**src/hdl/ptt_pkg.sv**
```systemverilog
`timescale 1ns / 1ps
// ---------------------------------------------------------------------------
// ptt_pkg: shared types and constants of the periodic timer table
// table entry layout, opcodes, result kinds, controller states and helpers
// ---------------------------------------------------------------------------
package ptt_pkg;

    localparam int NUM_TIMERS_DEF = 16;
    localparam int IDX_IN_W       = 4;
    localparam int NOW_W          = 48;
    localparam int DL_W           = 49;
    localparam int MS_W           = 32;
    localparam int S_DATA_W       = 120;
    localparam int M_DATA_W       = 40;

    localparam logic [DL_W-1:0] DL_MAX     = {DL_W{1'b1}};
    localparam logic [MS_W-1:0] MS_SAT_MAX = 32'h7FFF_FFFF;
    localparam logic [MS_W-1:0] MS_NONE    = 32'hFFFF_FFFF;

    typedef enum logic [1:0] {
        OP_START = 2'd0,
        OP_STOP  = 2'd1,
        OP_RESET = 2'd2,
        OP_TICK  = 2'd3
    } op_t;

    typedef enum logic [1:0] {
        KIND_FIRED  = 2'd0,
        KIND_ANSWER = 2'd1,
        KIND_NEXT   = 2'd2
    } kind_t;

    typedef enum logic [2:0] {
        ST_IDLE,
        ST_RMW,
        ST_SCAN,
        ST_SCAN_END,
        ST_RESOLVE
    } state_t;

    // one table slot as held in the ram
    typedef struct packed {
        logic            armed;
        logic [DL_W-1:0] deadline;
        logic [MS_W-1:0] reload;
    } entry_t;

    // scanner control
    typedef struct packed {
        logic clr;
        logic vld;
    } scan_ctl_t;

    // scanner findings over one pass
    typedef struct packed {
        logic            found_exp;
        logic [DL_W-1:0] exp_dl;
        logic [MS_W-1:0] exp_rel;
        logic            found_any;
        logic [DL_W-1:0] any_dl;
    } scan_res_t;

    // now plus delta, clamped to the deadline width
    function automatic logic [DL_W-1:0] sat_add(input logic [NOW_W-1:0] now,
                                                input logic [MS_W-1:0] delta);
        logic [DL_W:0] sum;
        sum = {2'b00, now} + {{(DL_W + 1 - MS_W){1'b0}}, delta};
        return (sum > {1'b0, DL_MAX}) ? DL_MAX : sum[DL_W-1:0];
    endfunction

endpackage

```
**src/hdl/ptt_ram.sv**
```systemverilog
`timescale 1ns / 1ps
// ---------------------------------------------------------------------------
// ptt_ram: generic single-clock ram
// one write port, one read port with registered read data
// ---------------------------------------------------------------------------
module ptt_ram #(
    parameter int WIDTH = 8,
    parameter int DEPTH = 16
) (
    input  logic                                       aclk,
    input  logic                                       we,
    input  logic [((DEPTH > 1) ? $clog2(DEPTH) : 1)-1:0] waddr,
    input  logic [WIDTH-1:0]                           wdata,
    input  logic                                       re,
    input  logic [((DEPTH > 1) ? $clog2(DEPTH) : 1)-1:0] raddr,
    output logic [WIDTH-1:0]                           rdata
);

    logic [WIDTH-1:0] mem [DEPTH];
    logic [WIDTH-1:0] rdata_reg;

    always_ff @(posedge aclk) begin
        if (we) begin
            mem[waddr] <= wdata;
        end
        if (re) begin
            rdata_reg <= mem[raddr];
        end
    end

    assign rdata = rdata_reg;

endmodule

```
**src/hdl/ptt_scan.sv**
```systemverilog
`timescale 1ns / 1ps
// ---------------------------------------------------------------------------
// ptt_scan: table scanner
// tracks the earliest expired armed slot and the earliest armed deadline
// ---------------------------------------------------------------------------
module ptt_scan
    import ptt_pkg::*;
#(
    parameter int NUM_TIMERS = NUM_TIMERS_DEF
) (
    input  logic                                             aclk,
    input  logic                                             aresetn,
    input  scan_ctl_t                                        ctl,
    input  logic [((NUM_TIMERS > 1) ? $clog2(NUM_TIMERS) : 1)-1:0] idx,
    input  entry_t                                           entry,
    input  logic [NOW_W-1:0]                                 now,
    output scan_res_t                                        res,
    output logic [((NUM_TIMERS > 1) ? $clog2(NUM_TIMERS) : 1)-1:0] exp_idx
);

    localparam int IDX_W = (NUM_TIMERS > 1) ? $clog2(NUM_TIMERS) : 1;

    logic             found_exp_reg, found_exp_next;
    logic [IDX_W-1:0] exp_idx_reg, exp_idx_next;
    logic [DL_W-1:0]  exp_dl_reg, exp_dl_next;
    logic [MS_W-1:0]  exp_rel_reg, exp_rel_next;
    logic             found_any_reg, found_any_next;
    logic [DL_W-1:0]  any_dl_reg, any_dl_next;
    logic             take_exp;
    logic             take_any;

    // strict compare keeps the lower slot on equal deadlines
    assign take_exp = ctl.vld && entry.armed && (entry.deadline <= {1'b0, now}) &&
                      (!found_exp_reg || (entry.deadline < exp_dl_reg));
    assign take_any = ctl.vld && entry.armed &&
                      (!found_any_reg || (entry.deadline < any_dl_reg));

    always_comb begin
        found_exp_next = found_exp_reg;
        exp_idx_next   = exp_idx_reg;
        exp_dl_next    = exp_dl_reg;
        exp_rel_next   = exp_rel_reg;
        found_any_next = found_any_reg;
        any_dl_next    = any_dl_reg;
        if (ctl.clr) begin
            found_exp_next = 1'b0;
            found_any_next = 1'b0;
        end else begin
            if (take_exp) begin
                found_exp_next = 1'b1;
                exp_idx_next   = idx;
                exp_dl_next    = entry.deadline;
                exp_rel_next   = entry.reload;
            end
            if (take_any) begin
                found_any_next = 1'b1;
                any_dl_next    = entry.deadline;
            end
        end
    end

    always_ff @(posedge aclk) begin
        if (!aresetn) begin
            found_exp_reg <= 1'b0;
            found_any_reg <= 1'b0;
        end else begin
            found_exp_reg <= found_exp_next;
            found_any_reg <= found_any_next;
        end
        exp_idx_reg <= exp_idx_next;
        exp_dl_reg  <= exp_dl_next;
        exp_rel_reg <= exp_rel_next;
        any_dl_reg  <= any_dl_next;
    end

    assign res.found_exp = found_exp_reg;
    assign res.exp_dl    = exp_dl_reg;
    assign res.exp_rel   = exp_rel_reg;
    assign res.found_any = found_any_reg;
    assign res.any_dl    = any_dl_reg;
    assign exp_idx       = exp_idx_reg;

endmodule

```
**src/hdl/periodic_timer_table.sv**
```systemverilog
`timescale 1ns / 1ps
// ---------------------------------------------------------------------------
// periodic_timer_table: table of one-shot and periodic millisecond timers
// start, stop and reset of single slots and a tick that fires due timers
// ---------------------------------------------------------------------------
// The block keeps NUM_TIMERS timer slots (armed mark, 49-bit deadline,
// 32-bit reload interval) in one ram with a registered read, and handles
// one input word at a time. A start gives no result word. A stop or reset
// reads its slot, then writes it back and answers with one word. A tick
// sweeps the whole table, one slot per cycle through the single read port,
// to find the earliest due timer; each due timer is fired and written back
// and the sweep runs again. A stop, reset or tick waits while a result word
// is held at a stalled output. The ram needs no clearing pass: a valid flop
// per slot, cleared by reset, makes an unwritten slot read as disarmed with
// zero deadline and interval.
// ---------------------------------------------------------------------------
module periodic_timer_table
    import ptt_pkg::*;
#(
    parameter int NUM_TIMERS = NUM_TIMERS_DEF
) (
    input  logic                aclk,
    input  logic                aresetn,
    // input words
    input  logic                s_tvalid,
    output logic                s_tready,
    // timer_index[3:0], now_ms[51:4], delay[83:52], interval[115:84]
    input  logic [S_DATA_W-1:0] s_tdata,
    // opcode[1:0]
    input  logic [1:0]          s_tuser,
    // result words
    output logic                m_tvalid,
    input  logic                m_tready,
    // fired_index[3:0], was_armed[4], ms_to_next[36:5], zero fill [39:37]
    output logic [M_DATA_W-1:0] m_tdata,
    // result_kind[1:0]
    output logic [1:0]          m_tuser,
    // last_of_run
    output logic                m_tlast
);

    localparam int IDX_W = (NUM_TIMERS > 1) ? $clog2(NUM_TIMERS) : 1;

    // input word fields
    logic [IDX_IN_W-1:0] in_index;
    logic [NOW_W-1:0]    in_now;
    logic [MS_W-1:0]     in_tmo;
    logic [MS_W-1:0]     in_rep;
    op_t                 in_op;
    logic                in_ok;
    logic                s_acc;

    assign in_index = s_tdata[3:0];
    assign in_now   = s_tdata[51:4];
    assign in_tmo   = s_tdata[83:52];
    assign in_rep   = s_tdata[115:84];
    assign in_op    = op_t'(s_tuser);
    assign in_ok    = (32'(in_index) < NUM_TIMERS);

    // controller state
    state_t              state_reg, state_next;
    op_t                 op_reg;
    logic [IDX_IN_W-1:0] idx_reg;
    logic                idx_ok_reg;
    logic [NOW_W-1:0]    now_reg;
    logic [MS_W-1:0]     tmo_reg;
    logic [IDX_W-1:0]    scan_cnt_reg, scan_cnt_next;
    logic                rd_vld_reg;
    logic [IDX_W-1:0]    rd_idx_reg;
    logic [NUM_TIMERS-1:0] slot_vld_reg;

    // ram ports
    logic             ram_we;
    logic [IDX_W-1:0] ram_waddr;
    entry_t           ram_wdata;
    logic             ram_re;
    logic [IDX_W-1:0] ram_raddr;
    entry_t           ram_q;
    entry_t           rd_entry;

    // scanner
    scan_ctl_t        scan_ctl;
    scan_res_t        scan_res;
    logic [IDX_W-1:0] scan_idx;

    // output register
    logic                m_tvalid_reg;
    logic [M_DATA_W-1:0] m_tdata_reg, m_tdata_next;
    logic [1:0]          m_tuser_reg, m_tuser_next;
    logic                m_tlast_reg, m_tlast_next;
    logic                out_load;
    logic                out_free;

    // time to next deadline
    logic [DL_W-1:0] dl_diff;
    logic [MS_W-1:0] ms_next;

    assign s_tready = (state_reg == ST_IDLE);
    assign s_acc    = s_tvalid && s_tready;
    assign out_free = !m_tvalid_reg || m_tready;

    // a slot never written reads as its reset value
    assign rd_entry = slot_vld_reg[rd_idx_reg] ? ram_q : '0;

    ptt_ram #(
        .WIDTH ($bits(entry_t)),
        .DEPTH (NUM_TIMERS)
    ) u_ram (
        .aclk  (aclk),
        .we    (ram_we),
        .waddr (ram_waddr),
        .wdata (ram_wdata),
        .re    (ram_re),
        .raddr (ram_raddr),
        .rdata (ram_q)
    );

    ptt_scan #(
        .NUM_TIMERS (NUM_TIMERS)
    ) u_scan (
        .aclk    (aclk),
        .aresetn (aresetn),
        .ctl     (scan_ctl),
        .idx     (rd_idx_reg),
        .entry   (rd_entry),
        .now     (now_reg),
        .res     (scan_res),
        .exp_idx (scan_idx)
    );

    // after a sweep with nothing due every armed deadline lies after now
    assign dl_diff = scan_res.any_dl - {1'b0, now_reg};

    always_comb begin
        if (!scan_res.found_any) begin
            ms_next = MS_NONE;
        end else if (scan_res.any_dl <= {1'b0, now_reg}) begin
            ms_next = '0;
        end else if (dl_diff > {{(DL_W - MS_W){1'b0}}, MS_SAT_MAX}) begin
            ms_next = MS_SAT_MAX;
        end else begin
            ms_next = dl_diff[MS_W-1:0];
        end
    end

    // next state, ram accesses and result words
    always_comb begin
        state_next    = state_reg;
        scan_cnt_next = scan_cnt_reg;
        ram_we        = 1'b0;
        ram_waddr     = rd_idx_reg;
        ram_wdata     = rd_entry;
        ram_re        = 1'b0;
        ram_raddr     = scan_cnt_reg;
        scan_ctl.clr  = 1'b0;
        scan_ctl.vld  = rd_vld_reg;
        out_load      = 1'b0;
        m_tdata_next  = '0;
        m_tuser_next  = KIND_ANSWER;
        m_tlast_next  = 1'b0;

        case (state_reg)
            ST_IDLE: begin
                if (s_tvalid) begin
                    case (in_op)
                        OP_START: begin
                            // arm straight away, no answer
                            ram_we             = in_ok;
                            ram_waddr          = IDX_W'(in_index);
                            ram_wdata.armed    = 1'b1;
                            ram_wdata.deadline = sat_add(in_now, in_tmo);
                            ram_wdata.reload   = in_rep;
                        end
                        OP_STOP, OP_RESET: begin
                            ram_re     = in_ok;
                            ram_raddr  = IDX_W'(in_index);
                            state_next = ST_RMW;
                        end
                        OP_TICK: begin
                            scan_ctl.clr = 1'b1;
                            state_next   = ST_SCAN;
                        end
                        default: begin
                            state_next = ST_IDLE;
                        end
                    endcase
                end
            end

            ST_RMW: begin
                if (out_free) begin
                    out_load     = 1'b1;
                    m_tuser_next = KIND_ANSWER;
                    m_tdata_next = {{(M_DATA_W - MS_W - 1 - IDX_IN_W){1'b0}}, {MS_W{1'b0}},
                                    idx_ok_reg && rd_entry.armed, idx_reg};
                    m_tlast_next = 1'b1;
                    ram_we       = idx_ok_reg;
                    if (op_reg == OP_RESET) begin
                        ram_wdata.armed    = 1'b1;
                        ram_wdata.deadline = sat_add(now_reg, tmo_reg);
                        // a periodic slot adopts the new timeout as its interval
                        ram_wdata.reload   = (rd_entry.reload != '0) ? tmo_reg : '0;
                    end else begin
                        ram_wdata.armed = 1'b0;
                    end
                    state_next = ST_IDLE;
                end
            end

            ST_SCAN: begin
                // one slot read per cycle
                ram_re    = 1'b1;
                ram_raddr = scan_cnt_reg;
                if (scan_cnt_reg == IDX_W'(NUM_TIMERS - 1)) begin
                    scan_cnt_next = '0;
                    state_next    = ST_SCAN_END;
                end else begin
                    scan_cnt_next = scan_cnt_reg + 1'b1;
                end
            end

            ST_SCAN_END: begin
                // last slot's data lands in the scanner here
                state_next = ST_RESOLVE;
            end

            ST_RESOLVE: begin
                if (out_free) begin
                    out_load = 1'b1;
                    if (scan_res.found_exp) begin
                        m_tuser_next = KIND_FIRED;
                        m_tdata_next = {{(M_DATA_W - IDX_IN_W){1'b0}},
                                        IDX_IN_W'(scan_idx)};
                        ram_we    = 1'b1;
                        ram_waddr = scan_idx;
                        if (scan_res.exp_rel != '0) begin
                            ram_wdata.armed    = 1'b1;
                            ram_wdata.deadline = sat_add(now_reg, scan_res.exp_rel);
                        end else begin
                            ram_wdata.armed    = 1'b0;
                            ram_wdata.deadline = scan_res.exp_dl;
                        end
                        ram_wdata.reload = scan_res.exp_rel;
                        // sweep again for the next due timer
                        scan_ctl.clr = 1'b1;
                        state_next   = ST_SCAN;
                    end else begin
                        m_tuser_next = KIND_NEXT;
                        m_tdata_next = {{(M_DATA_W - MS_W - 1 - IDX_IN_W){1'b0}}, ms_next,
                                        1'b0, {IDX_IN_W{1'b0}}};
                        m_tlast_next = 1'b1;
                        state_next   = ST_IDLE;
                    end
                end
            end

            default: begin
                state_next = ST_IDLE;
            end
        endcase
    end

    always_ff @(posedge aclk) begin
        if (!aresetn) begin
            state_reg    <= ST_IDLE;
            scan_cnt_reg <= '0;
            rd_vld_reg   <= 1'b0;
            slot_vld_reg <= '0;
            m_tvalid_reg <= 1'b0;
        end else begin
            state_reg    <= state_next;
            scan_cnt_reg <= scan_cnt_next;
            rd_vld_reg   <= (state_reg == ST_SCAN);
            if (ram_we) begin
                slot_vld_reg[ram_waddr] <= 1'b1;
            end
            if (out_load) begin
                m_tvalid_reg <= 1'b1;
            end else if (m_tready) begin
                m_tvalid_reg <= 1'b0;
            end
        end
        if (s_acc) begin
            op_reg     <= in_op;
            idx_reg    <= in_index;
            idx_ok_reg <= in_ok;
            now_reg    <= in_now;
            tmo_reg    <= in_tmo;
        end
        if (ram_re) begin
            rd_idx_reg <= ram_raddr;
        end
        if (out_load) begin
            m_tdata_reg <= m_tdata_next;
            m_tuser_reg <= m_tuser_next;
            m_tlast_reg <= m_tlast_next;
        end
    end

    assign m_tvalid = m_tvalid_reg;
    assign m_tdata  = m_tdata_reg;
    assign m_tuser  = m_tuser_reg;
    assign m_tlast  = m_tlast_reg;

    // no table write while a sweep is reading the slots
    a_no_write_in_sweep: assert property (@(posedge aclk) disable iff (!aresetn)
        (state_reg == ST_SCAN || state_reg == ST_SCAN_END) |-> !ram_we)
        else $error("table written during a sweep");

    // a stop or reset goes through the read-modify-write step
    a_rmw_follows: assert property (@(posedge aclk) disable iff (!aresetn)
        (s_acc && (in_op == OP_STOP || in_op == OP_RESET)) |=> (state_reg == ST_RMW))
        else $error("stop or reset skipped its read-modify-write");

    // a timer is only fired when its deadline has come
    a_fire_due: assert property (@(posedge aclk) disable iff (!aresetn)
        (state_reg == ST_RESOLVE && scan_res.found_exp) |->
        (scan_res.exp_dl <= {1'b0, now_reg}))
        else $error("timer fired before its deadline");

    // fired words never close a run nor carry a was_armed flag
    a_fired_word: assert property (@(posedge aclk) disable iff (!aresetn)
        (m_tvalid_reg && m_tuser_reg == KIND_FIRED) |-> (!m_tlast_reg && !m_tdata_reg[4]))
        else $error("malformed fired word");

endmodule
```
**config.mk**
```make
export PLATFORM = sky130hd
export DESIGN_NAME = periodic_timer_table
export DESIGN_NICKNAME = d
export VERILOG_FILES = /design/src/hdl/ptt_pkg.sv /design/src/hdl/ptt_ram.sv /design/src/hdl/ptt_scan.sv /design/src/hdl/periodic_timer_table.sv
export SDC_FILE = /design/constraint.sdc
export NUM_CORES = 2
export LEC_CHECK = 0
export ABC_AREA = 0
export ABC_CLOCK_PERIOD_IN_PS = 15710
export CORE_MARGIN = 10
export CORE_UTILIZATION = 45
export DETAILED_ROUTE_END_ITERATION = 8
export DONT_BUFFER_PORTS = 1
export GPL_ROUTABILITY_DRIVEN = 0
export SYNTH_ARGS = -nofsm -noshare
export SYNTH_HDL_FRONTEND = slang
export SYNTH_SLANG_ARGS = --single-unit
```
**constraint.sdc**
```tcl
create_clock -name aclk -period 15.71 [get_ports aclk]
set_input_delay 0 -clock aclk [delete_from_list [all_inputs] [get_ports aclk]]
set_output_delay 0 -clock aclk [all_outputs]
set_load 0.02 [all_outputs]
```
* After elaboration in Yosys (flattened, before gate mapping) *
Memories as Yosys holds them, arrays and structs flattened. A register that Yosys moved wholly into a read port is not among the register bits.
Index checks and enable logic that the tools add are counted.

word-level totals
  memories = 1
  RAM bits = 1,312
  input bits = 126
  register bits = 294
  word-level logic and storage cells = 139

memories
  name       depth  width  read ports  clocked after Yosys merged registers in  wr ports  RTL line       source
  u_ram.mem  16     82     1           1                                        1         ptt_ram.sv:19  logic [WIDTH-1:0] mem [DEPTH];

cells by class
  order comparisons = 11
  bitwise operators = 3
  add/sub/neg operators = 5
  eq/ne operators = 14
  reduce and logical (&&, ||, !) cells = 24
  muxes and demuxes = 62

operator list
  kind                  count
  $mux 82               6
  $pmux 82 s3           1
  $add 48x32->49        3
  $gt 49x49->1 const B  3
  $mux 49               3
  $mux 32               4
  $le 49x48->1          2
  $lt 49x49->1          2
  $mux 81               1
  $mux 37               2
  $pmux 37 s2           1
  $reduce_bool 32->1    2
  $mux 50               1
  $gt 49x31->1 const B  1
  $sub 49x48->49        1
  $mux 4                8
  $mux 1                19
  $or 16x16->16         1
  $pmux 3 s5            1
  $mux 3                4
  $lt 4x5->1 const B    2
  $ne 2x2->1 const B    4
  $pmux 4 s2            1
  $eq 2x2->1 const B    3
  25 further kinds      43

* Depth between registers and ports, before layout *
  depth after elaboration = 9
  depth in mapped cells = 17
  depth with buffers taken out = 15

* By module *
A second synthesis with hierarchy kept.

second synthesis, totals
  cell total of the unflattened synthesis = 5,149
  area total of the unflattened synthesis = 77,942.3 µm²

modules (own cells, without submodules)
  module                area an instance (µm²)  instances  cells each
  ptt_ram               51,504.4                1          2,103
  periodic_timer_table  18,680.4                1          2,387
  ptt_scan              7,757.4                 1          659

* Worst setup path before layout *
No wires, ideal clock.

  path type = register to register
  from = reg rd_idx_reg[0]
  to = reg u_scan.exp_dl_reg[0], enable pin
  clock period less this slack = 10.251 ns
  setup time = 0.633 ns
  arrival time = 9.617 ns
  path slack = 5.459 ns
  data required time = 15.077 ns
  stages on the path, launching flop included = 18
  cell sequence = edfxtp_1 -> clkbuf_1 -> mux4_2 -> mux4_2 -> clkbuf_1 -> clkbuf_1 -> and2_1 -> ha_1 -> a21o_1 -> a21o_1 -> a21o_1 -> a21o_1 -> a21oi_1 -> nor2_1 -> a311o_1 -> a31oi_1 -> o21ai_0 -> nor3_1

RTL lines
  what                    RTL line                     source
  from (decl)             periodic_timer_table.sv:69   logic [IDX_W-1:0] rd_idx_reg;
  from (signal assigned)  periodic_timer_table.sv:291  rd_idx_reg <= ram_raddr;
  to (signal assigned)    ptt_scan.sv:71               exp_dl_reg <= exp_dl_next;
  to (decl)               ptt_scan.sv:25               logic [DL_W-1:0] exp_dl_reg, exp_dl_next;

==> impl_results.rst <==
.. list-table::
   :header-rows: 1

   * - Metric
     - Value
   * - Shortest period the worst path allows
     - roughly 6.9 ns
   * - WL final
     - 239 mm
   * - Post-Route Setup TNS
     - 0 ns
   * - WP data required
     - 16.15 ns
   * - Flip-flop count of the largest register after layout
     - roughly 1300
   * - Placed cells
     - 7463
   * - Sequential power share
     - 49.2%
   * - Mapped Cells
     - 5277
   * - Pin count of the biggest net entering global routing
     - 86
   * - Critical register-to-register path endpoint
     - u_scan.exp_rel_reg[2]
   * - Final setup violation count
     - 0
   * - TritonCTS clock tree
     - done
   * - Path length in cells of the critical path
     - 17
   * - Vias in the first global route
     - 48400
   * - Cell family with most CP delay
     - buffers and inverters
   * - Sink count of the clock tree
     - approximately 1700
   * - Launch instance of the worst register-to-register path
     - rd_idx_reg[0]
   * - Register area share after synthesis
     - between 60 and 70%
   * - Static leakage
     - between 0.03 and 0.04 uW
   * - Floorplan die height
     - roughly 440 um
   * - Fraction of power spent switching nets
     - about 26%
   * - Number of detailed-route iterations in the first pass
     - 9
   * - Setup CP Type
     - reg -> reg
   * - Detailed-route wire length per cell
     - 29.8 um
   * - Chip Width
     - approximately 440 um
   * - Global-route wire length before repair
     - 343 mm
   * - Share of the synthesized area in the top cell type
     - a little under two thirds
   * - Clock root buffer master
     - sky130_fd_sc_hd__clkbuf_16
   * - Longest Clk Path Bufs
     - 3
   * - Total clock buffers created by CTS
     - around 180
   * - Crit path launch type
     - register
   * - Post-synth EDFFs
     - around 1700
   * - Worst path buffer plus inverter count
     - 4
   * - Setup repair after global routing missed its margin
     - no
   * - Highest achievable clock rate
     - ~150 MHz
   * - H-tree levels
     - 4
   * - Cell types occupying the most area after synthesis
     - sky130_fd_sc_hd__edfxtp_1 (64%), sky130_fd_sc_hd__mux4_2 (9.6%), sky130_fd_sc_hd__ha_1 (4.7%)
   * - Port buffer count
     - 0
   * - Count of distinct cell types in the synthesized netlist
     - 90
   * - Result of the run
     - finished, violations left
   * - Maximum single-stage delay on the critical path
     - about 0.86 ns
   * - Worst max-slew margin expressed relative to the limit
     - 2.81%
   * - Slowest-stage cell, CP
     - sky130_fd_sc_hd__mux4_4
   * - Top post-synthesis cells by count
     - sky130_fd_sc_hd__edfxtp_1 (1658), sky130_fd_sc_hd__nand2_1 (599), sky130_fd_sc_hd__mux4_2 (333)
   * - Violations in the final reports
     - negative hold slack
   * - Filler Cell Count
     - around 14000
   * - Part of the cycle the worst path needs
     - a little over two fifths
   * - Final antenna-violating net count
     - 0
   * - Average size of a mapped cell
     - ~15 um2
   * - Timing startpoint of the critical path
     - rd_idx_reg[0]
   * - Core area
     - 0.172 mm2
   * - Data arrival time of the critical path
     - ~7.3 ns
   * - Hold depth
     - 2
   * - Post-layout nets
     - a little under 6000
   * - Maximum fanout along the worst path
     - 62
   * - Row Count
     - 152
   * - Total standard cell area after synthesis
     - 0.0781 mm2
   * - Overall overflow remaining after global route
     - 0
   * - Power density cells
     - between 100 and 150 mW/mm2
   * - Switch Pwr
     - 2730 uW
   * - Most frequent cell after synthesis
     - sky130_fd_sc_hd__edfxtp_1
   * - Worst hold margin
     - -0.0174 ns
   * - R2r worst-path depth
     - 17
   * - Proportion of layout cells with a drive suffix above 1
     - 13.6%
   * - Clock input transition at the sequential cells of the worst setup and hold paths
     - ~0.060 ns
   * - Final cell utilization of the core
     - around 52%
   * - Initial antenna violation count
     - 42
   * - Worst slew pin tran
     - 1.45 ns
   * - Synth Register Bits
     - between 1500 and 2000
   * - Max-slew violation total from the final report
     - 0
   * - Max-Cap Viols
     - 0
   * - Number of hold-slack violations in the final timing report
     - 16
   * - Global router's overall resource usage
     - about a quarter
   * - Via count
     - 49700
   * - Initial cell density of the core
     - a little under half
   * - DRC Markers
     - 0
   * - Worst path cell trace
     - mux4_2 -> mux4_4 -> buf_4 -> buf_4 -> and2_1 -> ha_1 -> a21oi_1 -> nor2b_1 -> o21ai_0 -> a21oi_1 -> a2111oi_0 -> nor2_1 -> a2111oi_0 -> nand4_1 -> nor3_2 -> buf_4 -> buf_4
   * - CP Capture Point
     - u_scan.exp_rel_reg[2]
   * - Number of primary I/O pins
     - approximately 170
   * - Die Footprint
     - around 0.19 mm2
   * - Final HPWL from detailed placement
     - 154 mm
   * - Type of the tightest min-delay check
     - in -> reg
   * - Synth Flop Type
     - sky130_fd_sc_hd__edfxtp_1
   * - Relative contribution of combinational cells to total power
     - between 10% and 20%
   * - Share of power burned in the clock network
     - a little under two fifths
   * - Dominant cell type by area after synthesis
     - sky130_fd_sc_hd__edfxtp_1
   * - Pint
     - ~7900 uW
   * - Worst Setup End Kind
     - register
   * - Peak supply drop
     - roughly 0.10 mV
   * - Final cell count without fillers
     - roughly 8000
   * - Clock skew after layout
     - 0.0529 ns
   * - Flop2flop setup slack
     - roughly 8.8 ns
   * - Area growth syn-to-layout
     - 13.7%
   * - Post-detailed-route via-to-cell ratio
     - between 6 and 7
   * - Syn. warnings
     - 0
   * - Cell type with the highest occurrence count on the critical path
     - sky130_fd_sc_hd__buf_4
   * - Drt initial violations
     - 5092
   * - Source-to-sink clock delay at the later pin of the worst-skew pair
     - 0.85 ns
   * - Proportion of register bits with asynchronous set or reset after synthesis
     - 0%
layout by cell type (no fill, tap or decap), types with 50 or more instances in the layout:
cell type / Yosys / layout
sky130_fd_sc_hd__edfxtp_1: 1658 / 1658
sky130_fd_sc_hd__nand2_1: 599 / 597
sky130_fd_sc_hd__mux4_2: 333 / 332
sky130_fd_sc_hd__ha_1: 291 / 291
sky130_fd_sc_hd__a21oi_1: 275 / 274
sky130_fd_sc_hd__inv_1: 215 / 213
sky130_fd_sc_hd__dlygate4sd3_1: 0 / 202
sky130_fd_sc_hd__clkbuf_16: 0 / 176
sky130_fd_sc_hd__o21ai_0: 168 / 166
sky130_fd_sc_hd__nor2_1: 159 / 139
sky130_fd_sc_hd__a21o_1: 128 / 128
sky130_fd_sc_hd__buf_4: 33 / 128
sky130_fd_sc_hd__a31oi_1: 104 / 104
sky130_fd_sc_hd__and3_1: 102 / 101
sky130_fd_sc_hd__xnor2_1: 93 / 93
sky130_fd_sc_hd__and2_1: 84 / 83
sky130_fd_sc_hd__nand4_1: 75 / 75
sky130_fd_sc_hd__diode_2: 0 / 55
sky130_fd_sc_hd__xor2_1: 50 / 50
layer usage:
metal  routed length (um)  GRT usage (%)  vias to the layer above  share of wire (%)
met1                93000           31.2                    25200                 39
li1                     -              -                    21400                  -
met3                17500           4.20                      694                7.3
met4                16200           14.5                       10                6.8
met2               112000           39.0                     2425                 47
met5                   64              0                        -              0.027
power by group through the flow:
| stage | clock network (uW) | registers [uW] | logic (uW) |
|---|---|---|---|
| 2_1_floorplan | 0 | 5300 | 892 |
| 3_3_place_gp | 0 | 5330 | 1280 |
| 3_5_place_dp | 0 | 5340 | 1290 |
| 4_1_cts | 4110 | 5240 | 1350 |
| 5_1_grt | 4290 | 5250 | 1460 |
| 6_report | 4050 | 5250 | 1370 |
cells by family after synthesis:
| family | Yosys count | synth area share (%) |
|---|---|---|
| AO/OA/AOI/OAI | 1076 | 9.25 |
| XOR/XNOR | 143 | 1.60 |
| adder cells (fa/ha/maj) | 295 | 4.76 |
| buffers and inverters | 471 | 2.50 |
| flip-flops | 1685 | 64.4 |
| multiplexers | 362 | 9.99 |
| other | 1 | 0.00480 |
| AND/OR/NAND/NOR | 1244 | 7.46 |
per-stage QoR:
stage | power, uW | instance area (um2) | worst slack (ns)
floorplan | 6190 | 78100 | 5.46
global placement | 6610 | 81100 | 8.73
detailed placement | 6630 | 81100 | 8.95
CTS | 10700 | 88700 | 8.87
global route | 11000 | 88800 | 8.34
finish | 10700 | 88800 | 8.83
cell type report:
| type | count | area [um2] | share of cell area, % |
|---|---|---|---|
| Antenna cell | 55 | 138 | 0.155 |
| Clock buffer | 223 | 4590 | 5.17 |
| Clock inverter | 94 | 953 | 1.07 |
| Inverter | 216 | 818 | 0.921 |
| Multi-Input combinational cell | 3123 | 26100 | 29.4 |
| Sequential cell | 1685 | 50300 | 56.6 |
| Tap cell | 2310 | 2890 | 3.25 |
| Timing Repair Buffer | 331 | 3000 | 3.38 |
worst min-delay path by stage:
stage / from / end / slack (ns)
3_3_place_gp: s_tdata[0] / idx_reg[0] / 0.1
5_1_grt: s_tdata[100] / u_ram.mem[5][16] / 0.03
4_1_cts: s_tuser[1] / state_reg[1] / 0.001
3_5_place_dp: s_tdata[0] / idx_reg[0] / 0.1
6_report: s_tdata[100] / u_ram.mem[1][16] / -0.02
2_1_floorplan: s_tdata[0] / idx_reg[0] / 0.1
worst reg2reg max path: stages (launching register included):
cell and delay (ns):
sky130_fd_sc_hd__edfxtp_1 0.55, sky130_fd_sc_hd__mux4_2 0.56, sky130_fd_sc_hd__mux4_4 0.86, sky130_fd_sc_hd__buf_4 0.42, sky130_fd_sc_hd__buf_4 0.37, sky130_fd_sc_hd__and2_1 0.35, sky130_fd_sc_hd__ha_1 0.39, sky130_fd_sc_hd__a21oi_1 0.15
sky130_fd_sc_hd__nor2b_1 0.06, sky130_fd_sc_hd__o21ai_0 0.14, sky130_fd_sc_hd__a21oi_1 0.09, sky130_fd_sc_hd__a2111oi_0 0.43, sky130_fd_sc_hd__nor2_1 0.18, sky130_fd_sc_hd__a2111oi_0 0.40, sky130_fd_sc_hd__nand4_1 0.15, sky130_fd_sc_hd__nor3_2 0.12
sky130_fd_sc_hd__buf_4 0.37, sky130_fd_sc_hd__buf_4 0.80
repair_timing:
item / 4_1_cts / 5_1_grt
hold endpoints to repair: 839 / 0
hold buffers: 202 / 0
setup buffers: 0 / 0
resized for setup: 0 / 0
Power figures use the tool's default switching activity.
